===== src/hdl/fre_pkg.sv =====
// ----------------------------------------------------------------------------
// fre_pkg
// Shared types and constants of the Fibonacci residual encoder.
// ----------------------------------------------------------------------------
package fre_pkg;

  // Mapped residual value, 1 .. 65535.
  localparam int unsigned VAL_W = 16;
  // Fibonacci term width; the largest term does not fit in VAL_W.
  localparam int unsigned FIB_W = 17;
  // Term index, code register width and code length width.
  localparam int unsigned IDX_W  = 5;
  localparam int unsigned CODE_W = 24;
  localparam int unsigned LEN_W  = 5;
  // Highest term the greedy scan tries; a hit there puts the stop bit at CODE_W-1.
  localparam logic [IDX_W-1:0] FIB_TOP = 5'd22;

  // Packing accumulator: 7 pending bits plus a full code.
  localparam int unsigned ACC_W = 31;
  localparam int unsigned CNT_W = 5;

  // Configuration port.
  localparam int unsigned ADDR_W   = 3;
  localparam int unsigned DATA_W   = 32;
  localparam int unsigned REG_IDX_W = 1;
  localparam logic [REG_IDX_W-1:0] REG_DROP_BITS = 1'b0;
  localparam logic [REG_IDX_W-1:0] REG_REFERENCE = 1'b1;

  typedef enum logic [1:0] {
    S_IDLE,
    S_SCAN,
    S_PACK,
    S_EMIT
  } state_t;

  // Result of one compare-and-subtract step against a Fibonacci term.
  typedef struct packed {
    logic             ge;
    logic [VAL_W-1:0] rem;
  } fib_step_t;

  function automatic logic [FIB_W-1:0] fib_term(input logic [IDX_W-1:0] idx);
    logic [FIB_W-1:0] term;
    unique case (idx)
      5'd0:  term = 17'd1;
      5'd1:  term = 17'd2;
      5'd2:  term = 17'd3;
      5'd3:  term = 17'd5;
      5'd4:  term = 17'd8;
      5'd5:  term = 17'd13;
      5'd6:  term = 17'd21;
      5'd7:  term = 17'd34;
      5'd8:  term = 17'd55;
      5'd9:  term = 17'd89;
      5'd10: term = 17'd144;
      5'd11: term = 17'd233;
      5'd12: term = 17'd377;
      5'd13: term = 17'd610;
      5'd14: term = 17'd987;
      5'd15: term = 17'd1597;
      5'd16: term = 17'd2584;
      5'd17: term = 17'd4181;
      5'd18: term = 17'd6765;
      5'd19: term = 17'd10946;
      5'd20: term = 17'd17711;
      5'd21: term = 17'd28657;
      5'd22: term = 17'd46368;
      5'd23: term = 17'd75025;
      default: term = '1;
    endcase
    return term;
  endfunction

endpackage


===== src/hdl/fre_sample_if.sv =====
// ----------------------------------------------------------------------------
// fre_sample_if
// Input channel: one digitizer sample per beat.
// ----------------------------------------------------------------------------
interface fre_sample_if #(
  parameter int unsigned SAMPLE_BITS = 12
);
  logic                   valid;
  logic                   ready;
  logic [SAMPLE_BITS-1:0] sample;
  logic                   last_sample;

  modport source (output valid, output sample, output last_sample, input ready);
  modport sink (input valid, input sample, input last_sample, output ready);
endinterface


===== src/hdl/fre_code_if.sv =====
// ----------------------------------------------------------------------------
// fre_code_if
// Output channel: one packed code byte per beat.
// ----------------------------------------------------------------------------
interface fre_code_if;
  logic       valid;
  logic       ready;
  logic [7:0] code_byte;
  logic       last_byte;

  modport source (output valid, output code_byte, output last_byte, input ready);
  modport sink (input valid, input code_byte, input last_byte, output ready);
endinterface


===== src/hdl/fre_fib_step.sv =====
// ----------------------------------------------------------------------------
// fre_fib_step
// Shared compare-and-subtract unit: tests a value against one Fibonacci term.
// ----------------------------------------------------------------------------
module fre_fib_step (
  input  logic [fre_pkg::VAL_W-1:0] value,
  input  logic [fre_pkg::IDX_W-1:0] idx,
  output fre_pkg::fib_step_t        step
);

  logic [fre_pkg::FIB_W-1:0] term;
  logic [fre_pkg::FIB_W-1:0] wide;
  logic [fre_pkg::FIB_W-1:0] diff;

  assign term = fre_pkg::fib_term(idx);
  assign wide = fre_pkg::FIB_W'(value);
  assign diff = wide - term;

  assign step.ge  = (wide >= term);
  assign step.rem = diff[fre_pkg::VAL_W-1:0];

endmodule


===== src/hdl/fibonacci_residual_encoder.sv =====
// ----------------------------------------------------------------------------
// fibonacci_residual_encoder
// Zigzag-maps the residual of each shifted sample against a reference and
// packs its Fibonacci code LSB-first into bytes.
// ----------------------------------------------------------------------------
//
//   channel   dir  beat payload                      handshake
//   samples   in   sample, last_sample               valid / ready
//   codes     out  code_byte, last_byte              valid / ready
//   cfg       in   drop_bits @ 0x0, reference @ 0x4  APB (psel, penable)
//
// One sample is worked at a time. The accept cycle maps the sample, then the
// shared compare/subtract unit runs the greedy Zeckendorf scan over 23 terms,
// one term per cycle, the pack state merges the code with the pending bits,
// and the emit state offers each output byte and at its end stores the
// leftover. A sample with every bit dropped skips the scan. The scan steps
// through the terms on the single shared unit. Reset (rst, synchronous)
// clears the configuration registers, the pending bits and the sequencer,
// not the datapath registers. A stalled output holds the sequencer in its
// emit state with the byte steady; samples.ready is low until every byte of
// the current sample has left.
// ----------------------------------------------------------------------------
module fibonacci_residual_encoder #(
  parameter int unsigned SAMPLE_BITS = 12
) (
  input  logic                           clk,
  input  logic                           rst,
  fre_sample_if.sink                     samples,
  fre_code_if.source                     codes,
  input  logic                           psel,
  input  logic                           penable,
  input  logic                           pwrite,
  input  logic [fre_pkg::ADDR_W-1:0]     paddr,
  input  logic [fre_pkg::DATA_W-1:0]     pwdata,
  output logic [fre_pkg::DATA_W-1:0]     prdata,
  output logic                           pready
);

  // The residual spans the wider of the shifted sample and the reference, plus sign.
  localparam int unsigned MAG_W = (SAMPLE_BITS > 12) ? SAMPLE_BITS : 12;
  localparam int unsigned RES_W = MAG_W + 1;

  // Configuration registers.
  logic [3:0]  drop_bits;
  logic [11:0] reference;

  // Sequencer and datapath registers.
  fre_pkg::state_t                state;
  fre_pkg::state_t                state_next;
  logic [fre_pkg::VAL_W-1:0]      value;
  logic [fre_pkg::IDX_W-1:0]      k;
  logic [fre_pkg::CODE_W-1:0]     code;
  logic                           seen;
  logic [fre_pkg::LEN_W-1:0]      len;
  logic                           last_q;
  logic [fre_pkg::ACC_W-1:0]      acc;
  logic [fre_pkg::CNT_W-1:0]      cnt;
  logic [6:0]                     partial_byte;
  logic [2:0]                     partial_count;

  // APB write strobe and register select.
  logic                           cfg_write;
  logic [fre_pkg::REG_IDX_W-1:0]  reg_idx;

  assign pready    = 1'b1;
  assign reg_idx   = paddr[2];
  assign cfg_write = psel && penable && pwrite && pready;

  always_comb begin
    unique case (reg_idx)
      fre_pkg::REG_DROP_BITS: prdata = fre_pkg::DATA_W'(drop_bits);
      fre_pkg::REG_REFERENCE: prdata = fre_pkg::DATA_W'(reference);
      default:                prdata = '0;
    endcase
  end

  always_ff @(posedge clk) begin
    if (rst) begin
      drop_bits <= '0;
      reference <= '0;
    end else if (cfg_write) begin
      unique case (reg_idx)
        fre_pkg::REG_DROP_BITS: drop_bits <= pwdata[3:0];
        fre_pkg::REG_REFERENCE: reference <= pwdata[11:0];
        default: ;
      endcase
    end
  end

  // Front end: shift, subtract the reference, and zigzag map to a positive value.
  // When every sample bit is dropped there is nothing to code for this sample.
  logic                   in_fire;
  logic                   coding;
  logic [SAMPLE_BITS-1:0] shifted;
  logic signed [RES_W-1:0] resid;
  logic [RES_W-1:0]       neg_resid;
  logic [MAG_W-1:0]       mag;
  logic [fre_pkg::VAL_W-1:0] mapped;

  assign in_fire   = samples.valid && samples.ready;
  assign coding    = (drop_bits < 4'(SAMPLE_BITS));
  assign shifted   = samples.sample >> drop_bits;
  assign resid     = $signed({1'b0, MAG_W'(shifted)}) - $signed({1'b0, MAG_W'(reference)});
  assign neg_resid = -resid;
  assign mag       = resid[RES_W-1] ? neg_resid[MAG_W-1:0] : resid[MAG_W-1:0];
  assign mapped    = fre_pkg::VAL_W'({mag, ~resid[RES_W-1]});

  // The one shared compare/subtract unit used by the scan.
  fre_pkg::fib_step_t step;

  fre_fib_step u_step (
    .value (value),
    .idx   (k),
    .step  (step)
  );

  // Emit decisions: a full byte goes out first; a marked last sample then
  // flushes whatever bits remain as one padded byte.
  logic has_full;
  logic has_flush;
  logic emit_done;
  logic out_fire;

  assign has_full  = (cnt >= fre_pkg::CNT_W'(8));
  assign has_flush = last_q && (cnt != '0) && !has_full;
  assign emit_done = (state == fre_pkg::S_EMIT) && !has_full && !has_flush;
  assign out_fire  = codes.valid && codes.ready;

  // Next state.
  always_comb begin
    state_next = state;
    unique case (state)
      fre_pkg::S_IDLE: begin
        if (in_fire) begin
          state_next = coding ? fre_pkg::S_SCAN : fre_pkg::S_PACK;
        end
      end
      fre_pkg::S_SCAN: begin
        if (k == '0) begin
          state_next = fre_pkg::S_PACK;
        end
      end
      fre_pkg::S_PACK: state_next = fre_pkg::S_EMIT;
      fre_pkg::S_EMIT: begin
        if (emit_done) begin
          state_next = fre_pkg::S_IDLE;
        end
      end
      default: state_next = fre_pkg::S_IDLE;
    endcase
  end

  // Outputs.
  always_comb begin
    samples.ready   = (state == fre_pkg::S_IDLE);
    codes.valid     = (state == fre_pkg::S_EMIT) && (has_full || has_flush);
    codes.code_byte = acc[7:0];
    // On a last sample, the byte is the final one when nothing remains behind it.
    codes.last_byte = last_q && (cnt <= fre_pkg::CNT_W'(8));
  end

  always_ff @(posedge clk) begin
    if (rst) begin
      state         <= fre_pkg::S_IDLE;
      partial_byte  <= '0;
      partial_count <= '0;
    end else begin
      state <= state_next;
      if (emit_done) begin
        partial_byte  <= last_q ? 7'd0 : acc[6:0];
        partial_count <= last_q ? 3'd0 : cnt[2:0];
      end
    end
  end

  // Datapath registers.
  always_ff @(posedge clk) begin
    unique case (state)
      fre_pkg::S_IDLE: begin
        if (in_fire) begin
          value  <= mapped;
          last_q <= samples.last_sample;
          k      <= fre_pkg::FIB_TOP;
          code   <= '0;
          seen   <= 1'b0;
          len    <= '0;
        end
      end
      fre_pkg::S_SCAN: begin
        // Greedy Zeckendorf from the top term down. The first hit fixes the
        // code length and places the stop bit one position above it.
        if (step.ge) begin
          value   <= step.rem;
          code[k] <= 1'b1;
          if (!seen) begin
            code[fre_pkg::IDX_W'(k + 1'b1)] <= 1'b1;
            len  <= fre_pkg::LEN_W'(k + 2'd2);
            seen <= 1'b1;
          end
        end
        k <= k - 1'b1;
      end
      fre_pkg::S_PACK: begin
        acc <= fre_pkg::ACC_W'(partial_byte)
             | (fre_pkg::ACC_W'(code) << partial_count);
        cnt <= fre_pkg::CNT_W'(partial_count) + len;
      end
      fre_pkg::S_EMIT: begin
        if (out_fire) begin
          acc <= acc >> 8;
          cnt <= has_full ? cnt - fre_pkg::CNT_W'(8) : '0;
        end
      end
      default: ;
    endcase
  end

`ifndef ASSERT_OFF
  // No byte is offered while a new sample can be taken.
  a_ready_excl: assert property (@(posedge clk) disable iff (rst)
    samples.ready |-> !codes.valid)
    else $error("sample ready while a code byte is offered");

  // The scan visits one term per cycle, from the top down.
  a_scan_step: assert property (@(posedge clk) disable iff (rst)
    (state == fre_pkg::S_SCAN) && (k != '0) |=> (k == $past(k) - 1'b1))
    else $error("scan index did not step down by one");

  // Only a partial byte is carried into the next sample.
  a_leftover: assert property (@(posedge clk) disable iff (rst)
    emit_done |-> (cnt < fre_pkg::CNT_W'(8)))
    else $error("full byte left behind at end of sample");

  // A last sample leaves nothing pending.
  a_flush_clear: assert property (@(posedge clk) disable iff (rst)
    emit_done && last_q |=> (partial_count == '0) && (partial_byte == '0))
    else $error("pending bits survived a last sample");

  // A found code is at least the two-bit stop pattern long.
  a_code_len: assert property (@(posedge clk) disable iff (rst)
    (state == fre_pkg::S_PACK) && seen |-> (len >= fre_pkg::LEN_W'(2)))
    else $error("code length shorter than stop pattern");
`endif

endmodule

===== src/flat_wrapper.sv =====
// flat-port wrapper written by rule: the top's interface ports become plain ports
module fibonacci_residual_encoder_flat 
#(
  parameter int unsigned SAMPLE_BITS = 12
)
  (clk, rst, psel, penable, pwrite, paddr, pwdata, prdata, pready, samples_valid, samples_sample, samples_last_sample, samples_ready, codes_valid, codes_code_byte, codes_last_byte, codes_ready);
  fre_sample_if #(.SAMPLE_BITS(SAMPLE_BITS)) samples_i ();
  fre_code_if codes_i ();
  input  logic clk;
  input  logic rst;
  input  logic psel;
  input  logic penable;
  input  logic pwrite;
  input  logic [fre_pkg::ADDR_W-1:0] paddr;
  input  logic [fre_pkg::DATA_W-1:0] pwdata;
  output logic [fre_pkg::DATA_W-1:0] prdata;
  output logic pready;
  input wire logic [$bits(samples_i.valid)-1:0] samples_valid;
  input wire logic [$bits(samples_i.sample)-1:0] samples_sample;
  input wire logic [$bits(samples_i.last_sample)-1:0] samples_last_sample;
  output wire logic [$bits(samples_i.ready)-1:0] samples_ready;
  output wire logic [$bits(codes_i.valid)-1:0] codes_valid;
  output wire logic [$bits(codes_i.code_byte)-1:0] codes_code_byte;
  output wire logic [$bits(codes_i.last_byte)-1:0] codes_last_byte;
  input wire logic [$bits(codes_i.ready)-1:0] codes_ready;
  assign samples_i.valid = samples_valid;
  assign samples_i.sample = samples_sample;
  assign samples_i.last_sample = samples_last_sample;
  assign samples_ready = samples_i.ready;
  assign codes_valid = codes_i.valid;
  assign codes_code_byte = codes_i.code_byte;
  assign codes_last_byte = codes_i.last_byte;
  assign codes_i.ready = codes_ready;
  fibonacci_residual_encoder #(.SAMPLE_BITS(SAMPLE_BITS)) u_core (.clk(clk), .rst(rst), .samples(samples_i), .codes(codes_i), .psel(psel), .penable(penable), .pwrite(pwrite), .paddr(paddr), .pwdata(pwdata), .prdata(prdata), .pready(pready));
endmodule

===== config.mk =====
export PLATFORM = sky130hd
export DESIGN_NAME = fibonacci_residual_encoder_flat
export DESIGN_NICKNAME = d
export VERILOG_FILES = /design/src/hdl/fre_pkg.sv /design/src/hdl/fre_sample_if.sv /design/src/hdl/fre_code_if.sv /design/src/hdl/fre_fib_step.sv /design/src/hdl/fibonacci_residual_encoder.sv /design/src/flat_wrapper.sv
export SDC_FILE = /design/constraint.sdc
export NUM_CORES = 1
export LEC_CHECK = 0
export BUFFER_PORTS_ARGS = -buffer_cell sky130_fd_sc_hd__buf_2
export CAP_MARGIN = 15
export CORE_UTILIZATION = 37
export DETAILED_ROUTE_END_ITERATION = 10
export REMOVE_ABC_BUFFERS = 1
export SKIP_LAST_GASP = 1
export SLEW_MARGIN = 30
export SYNTH_ARGS = -nofsm -noshare
export SYNTH_HDL_FRONTEND = slang
export SYNTH_HIERARCHICAL = 1
export SYNTH_SLANG_ARGS = --single-unit

===== constraint.sdc =====
create_clock -name clk -period 4.35 [get_ports clk]
set_input_delay 0.87 -clock clk [delete_from_list [all_inputs] [get_ports clk]]
set_output_delay 0.87 -clock clk [all_outputs]
set_load 0.03 [all_outputs]

Word-level counts from Yosys, hierarchy flattened
Memory sizes are Yosys's and may differ from the RTL's. A register that Yosys moved wholly into a read port is not among the register bits. Cells that the tools add are included. Widths: inputs -> output; s select.

Add/subtract/negate cells: 8. Magnitude comparators: 8. Eq/ne operators: 9. Shift-type cells: 2. Mux-type cells: 35. Bitwise gates (word level): 5. Reduce and logical (&&, ||, !) cells: 28.

Operators with widths (number): $mux 24 (3); $pmux 32 s2 (1); $pmux 31 s2 (1); $or 24x24->24 (2); $pmux 24 s2 (1); $mux 5 (7); $mux 16 (2); $pmux 16 s2 (1); $mux 31 (1); $or 7x31->31 (1); $shl 24x3->31 (1); $pmux 5 s2 (3); $ge 16x17->1 (1); $sub 16x16->16 (1); $sub 12x12->13 (1); $logic_and 1x1->1 (12); $lt 5x6->1 const B (2); $mux 12 (1); $neg 12->12 (1); $shr 12x4->12 (1); $demux 1 s5 (2); $ge 5x1->1 const B (2); $reduce_and 2->1 (5); $mux 2 (4); 26 further kinds (38).

Register bits: 116. ROM bits: 544. Input port bits: 55. Output and inout port bits: 44. Word-level logic and storage cells: 109. Memories: 1.

Memory list: (no name shown) (depth 32, bits a word 17, read ports 1, clocked after Yosys merged registers in 1, write ports 0, line fre_pkg.sv:44) `unique case (idx)`.

Longest topological paths before layout
Word-level depth: 9. Gate-level depth with buffers: 17. Mapped depth without buffers: 17.

By module
The synthesis kept the hierarchy.

By module, submodules not included: fibonacci_residual_encoder (times used 1, cells each 827, area each 7724.9 um2, seq. area each 3203.1 um2); fre_fib_step (times used 1, cells each 196, area each 1328.8 um2, seq. area each 0.0 um2).

Worst setup path before layout
OpenSTA, ideal clock, no wires.

Path kind: flip-flop to flip-flop. Start: register u_core/k[1] (netlist name). End: register u_core/len[0] (netlist name) (enable). Setup time: 375 ps. Arrival time: 4100 ps. Data required time: 3975 ps. Path slack: -125 ps. Stages on the path, launching flop included: 14. Clock period less this slack: 4475 ps. Cell sequence: edfxtp_1 inv_1 ha_1 nor2_1 o31ai_1 o22ai_1 ha_1 nor2b_1 o2111ai_1 a21oi_1 o21ai_0 a21oi_1 o21a_1 a21boi_0.

RTL lines: end signal, assigned (line fibonacci_residual_encoder.sv:197) `len <= fre_pkg::LEN_W'(k + 2'd2);`; end, declared (line fibonacci_residual_encoder.sv:54) `logic [fre_pkg::LEN_W-1:0] len;`.

Worst setup path after layout
Start: input samples_sample[4]. End: register u_core/value[11] (netlist name), data pin.

Longest elaborated chain between the ends: 6.

RTL lines: start, declared (line flat_wrapper.sv:19) `input wire logic [$bits(samples_i.sample)-1:0] samples_sample;`; $shr 12x4->12 * (line fibonacci_residual_encoder.sv:102) `assign shifted = samples.sample >> drop_bits;`; $sub 12x12->13 * (line fibonacci_residual_encoder.sv:103) `assign resid = $signed({1'b0, MAG_W'(shifted)}) - $signed({1'b0, MAG_W'(reference)});`; $neg 12->12 (line fibonacci_residual_encoder.sv:104) `assign neg_resid = -resid;`; $mux 12 * (line fibonacci_residual_encoder.sv:105) `assign mag = resid[RES_W-1] ? neg_resid[MAG_W-1:0] : resid[MAG_W-1:0];`; $mux 16 * (line fibonacci_residual_encoder.sv:180) `if (in_fire) begin`; $pmux 16 s2 * (line fibonacci_residual_encoder.sv:178) `unique case (state)`; end signal, assigned (line fibonacci_residual_encoder.sv:181) `value <= mapped;`; end signal, assigned (line fibonacci_residual_encoder.sv:193) `value <= step.rem;`; end, declared (line fibonacci_residual_encoder.sv:50) `logic [fre_pkg::VAL_W-1:0] value;`.

Every way passes the cells marked *; elsewhere a longest branch is shown, timed or not. The select of a mux whose other input is x is not followed. A chain may end at the register's enable or synchronous reset.

==> results.toml <==
[final_layout]
layout_common_cells = "nor2_1 (113), nand2_1 (111), edfxtp_1 (88)"
instances_no_fill = 1411
diodes = 0
layout-drive-gt1-share_pct = 16.5
syn2layout_area_growth_pct = 14.2
nets = 1187
layout_commonest_cell = "nor2_1"

[floorplanning]
initial_core_util_pct = 38.1
die_w_um = 158
dieArea_um2 = 25100
core-area_um2 = 23800
die_h_um = 158
row_count = 56
ioPinCount = 99

[timing]
timing.final.crit_share_pct = 94.1
fin_crit_ns = 4.09
setup_tns_ns = 0
slew_viol_final = 0
grt_setup_unrepaired = "no"
fmax_ghz = 0.244
whs_ns = 0.476
finalClockSkew_ns = 0.0107
final-hold-violation-count = 0
slew_headroom_pct = 57.5
finalSetupViolations = 0
tightest_slew_ns = 0.638

[flow_run]
max_cap_violations = 0

[clocking]
ctsLongestPathBuffers = 2
htreeDepth = 4
cts_setup_buffers = 0
clk_pin_slew_ns = 0.06
clk_latency_ns = 0.42
numClockSinks = 116
cts_tree = "built"
cts-root-buf = "clkbuf_16"
numCtsBuffers = 17

[logic_synthesis]
ys_seq_area_share_pct = 35.4
synth.yosys.warnings = 6
synthArstFlopShare_pct = 0
syn_area_per_cell_um2 = 8.85
yosys_most_used_dff = "edfxtp_1"
synth_edf_count = 88
postSynthCellCount = 1023
netlist_area_um2 = 9050
synth_cell_type_count = 68
ys_ff_latch = 116

[outcome]
status = "finished clean"

[global_routing]
antenna_found_initial = 0
grt_pass1_wl_um = 34800
overflow = 0
grtUsageTotal_pct = 17.7
grt_start_max_net_pins = 61
first_global_vias = 6795

[setup_path]
critPathMaxFanout = 4
crit_buf_inv = 2
cp_top_family = "compound AO/OA/AOI/OAI gates"
critical-path-max-stage-delay_ns = 0.50
cp-end-kind = "flip-flop"
required_ns = 4.52
worstSetupPathType = "in -> reg"
cp_data_arrival_time_ns = 4.26
crit_chain = "buf_2 > mux2i_2 > nand2_1 > and3_1 > a31oi_1 > o22a_1 > ha_1 > inv_1 > fa_1 > a21o_1 > and4_4 > or4_4 > a2111oi_4 > nand3_1 > o31a_1 > a311o_1"
startpoint_type = "input pin"
critPathSlowestCell = "or4_4"

[power]
switching_share_pct = 41.4
powerDensity_nw_per_um2 = 629
switchingPower_mw = 2.70
pwr-share-comb_pct = 48.0
clockPowerShare_pct = 21.5
ir_drop_v = 0.000299
intPower_mw = 3.81
power_frac_seq_pct = 30.5
power.total_mw = 6.51
p_leak_nw = 4.02

[detailed_routing]
wl_um = 21500
wl_per_cell_um = 15.2
viasPerCell = 5.33
postRouteAntennaNets = 0
drt-initial-drc-count = 432
drt_pass1_iterations = 5
via_count = 7518
drc = 0

[placement]
dp.cells = 1379
hpwl_um = 15800
port_buffers = 55
routabilityCongestion = 0.867

[hold_path]
worstHoldPathType = "reg -> reg"
-- cell type report --
| class | count | area (um2) |
|---|---|---|
| fillers | 2349 | 13400 |
| multi-input cells | 797 | 5340 |
| flip-flops and latches | 116 | 3210 |
| repair buffers | 104 | 656 |
| clock buffers | 17 | 425 |
| well taps | 319 | 399 |
| inverters | 43 | 161 |
| clock inverters | 15 | 156 |
-- worst paths after layout --
| path | slack, ns | cells after the start | to | startpoint |
|---|---|---|---|---|
| setup / recovery | 0.26 | 16 | u_core/value[11]$_DFFE_PP_ | samples_sample[4] |
| hold / removal | 0.48 | 2 | u_core/reference[11]$_SDFFE_PP0P_ | u_core/reference[11]$_SDFFE_PP0P_ |
| setup reg to reg | 0.31 | 15 | u_core/value[11]$_DFFE_PP_ | u_core/drop_bits[1]$_SDFFE_PP0P_ |
| hold reg to reg | 0.48 | 2 | u_core/reference[11]$_SDFFE_PP0P_ | u_core/reference[11]$_SDFFE_PP0P_ |
-- metal layers --
| layer | vias to the layer above | wire [um] | global-route usage (%) |
|---|---|---|---|
| met5 | - | 0 | 0 |
| met4 | 0 | 336 | 5.45 |
| met3 | 21 | 913 | 3.43 |
| met2 | 188 | 9730 | 27.8 |
| met1 | 3529 | 10500 | 24.4 |
| li1 | 3780 | - | - |
-- state kept, by name, summed over array words and instances, names as in the netlist --
signal	flops
u_core/acc	31
u_core/code	24
u_core/value	16
u_core/reference	12
u_core/partial_byte	7
u_core/cnt	5
u_core/k	5
u_core/len	5
u_core/drop_bits	4
u_core/partial_count	3
u_core/state	2
u_core/last_q	1
u_core/seen	1
-- power by group through the flow --
stage	clock network (mW)	logic, mW	registers [mW]
2_1_floorplan	0	2.24	2.00
3_3_place_gp	0	3.09	2.00
3_5_place_dp	0	3.10	2.01
4_1_cts	1.43	3.12	1.99
5_1_grt	1.47	3.49	2.03
6_report	1.40	3.12	1.99
-- worst min-delay path, delay by kind of cell, from the launching register on --
family | cells | cell delay (ns)
AOI/OAI and AO/OA | 1 | 0.05
DFF | 1 | 0.32
and+or+nand+nor | 1 | 0.06
-- synth_stat cells, types with 6 or more instances --
master / instances / area [um2]
nor3b_1: 13 / 97.6
or3_1: 6 / 37.5
dfxtp_1: 28 / 561
o21a_1: 13 / 97.6
o22ai_1: 8 / 50.1
and3_1: 7 / 43.8
edfxtp_1: 88 / 2640
ha_1: 50 / 626
mux4_2: 13 / 293
o31ai_1: 10 / 75.1
a211oi_1: 15 / 113
nor2b_1: 21 / 131
nand2b_1: 11 / 68.8
nand2_1: 111 / 417
a21o_1: 16 / 120
mux2i_1: 44 / 440
a31oi_1: 16 / 100
mux2_2: 11 / 124
and2_1: 20 / 125
a221oi_1: 12 / 105
a21oi_1: 73 / 365
nor2_1: 113 / 424
inv_1: 39 / 146
xor2_1: 14 / 123
nand3_1: 15 / 75.1
clkbuf_1: 51 / 191
xnor2_1: 21 / 184
nor3_1: 16 / 80.1
o21ai_0: 61 / 305
buf_4: 29 / 218
-- cell families after synthesis --
kind of cell               after synthesis  share of synthesized area [%]
and+or+nand+nor                        355                           18.5
AOI/OAI and AO/OA                      265                           19.0
buffers and inverters                  129                           6.58
DFF                                    116                           35.4
muxes                                   68                           9.47
adders and majority gates               53                           7.57
xor gates and xnor gates                35                           3.39
other                                    2                         0.0829
-- per-stage QoR --
stage | instance area (um2) | utilization, % | setup WS, ns
floorplan | 8690 | - | -0.309
global placement | 9750 | 41.0 | -0.238
global route | 10300 | 43.5 | 0.0135
detailed placement | 9750 | 41.0 | -0.265
finish | 10300 | 43.5 | 0.257
CTS | 10300 | 43.5 | 0.0817
-- timing repair --
item | in CTS | in global routing
resized for setup | 0 | 4
endpoints found under the setup margin | 0 | 4
hold buffers | 0 | 0
No activity file was read; power rests on OpenSTA's default activity.
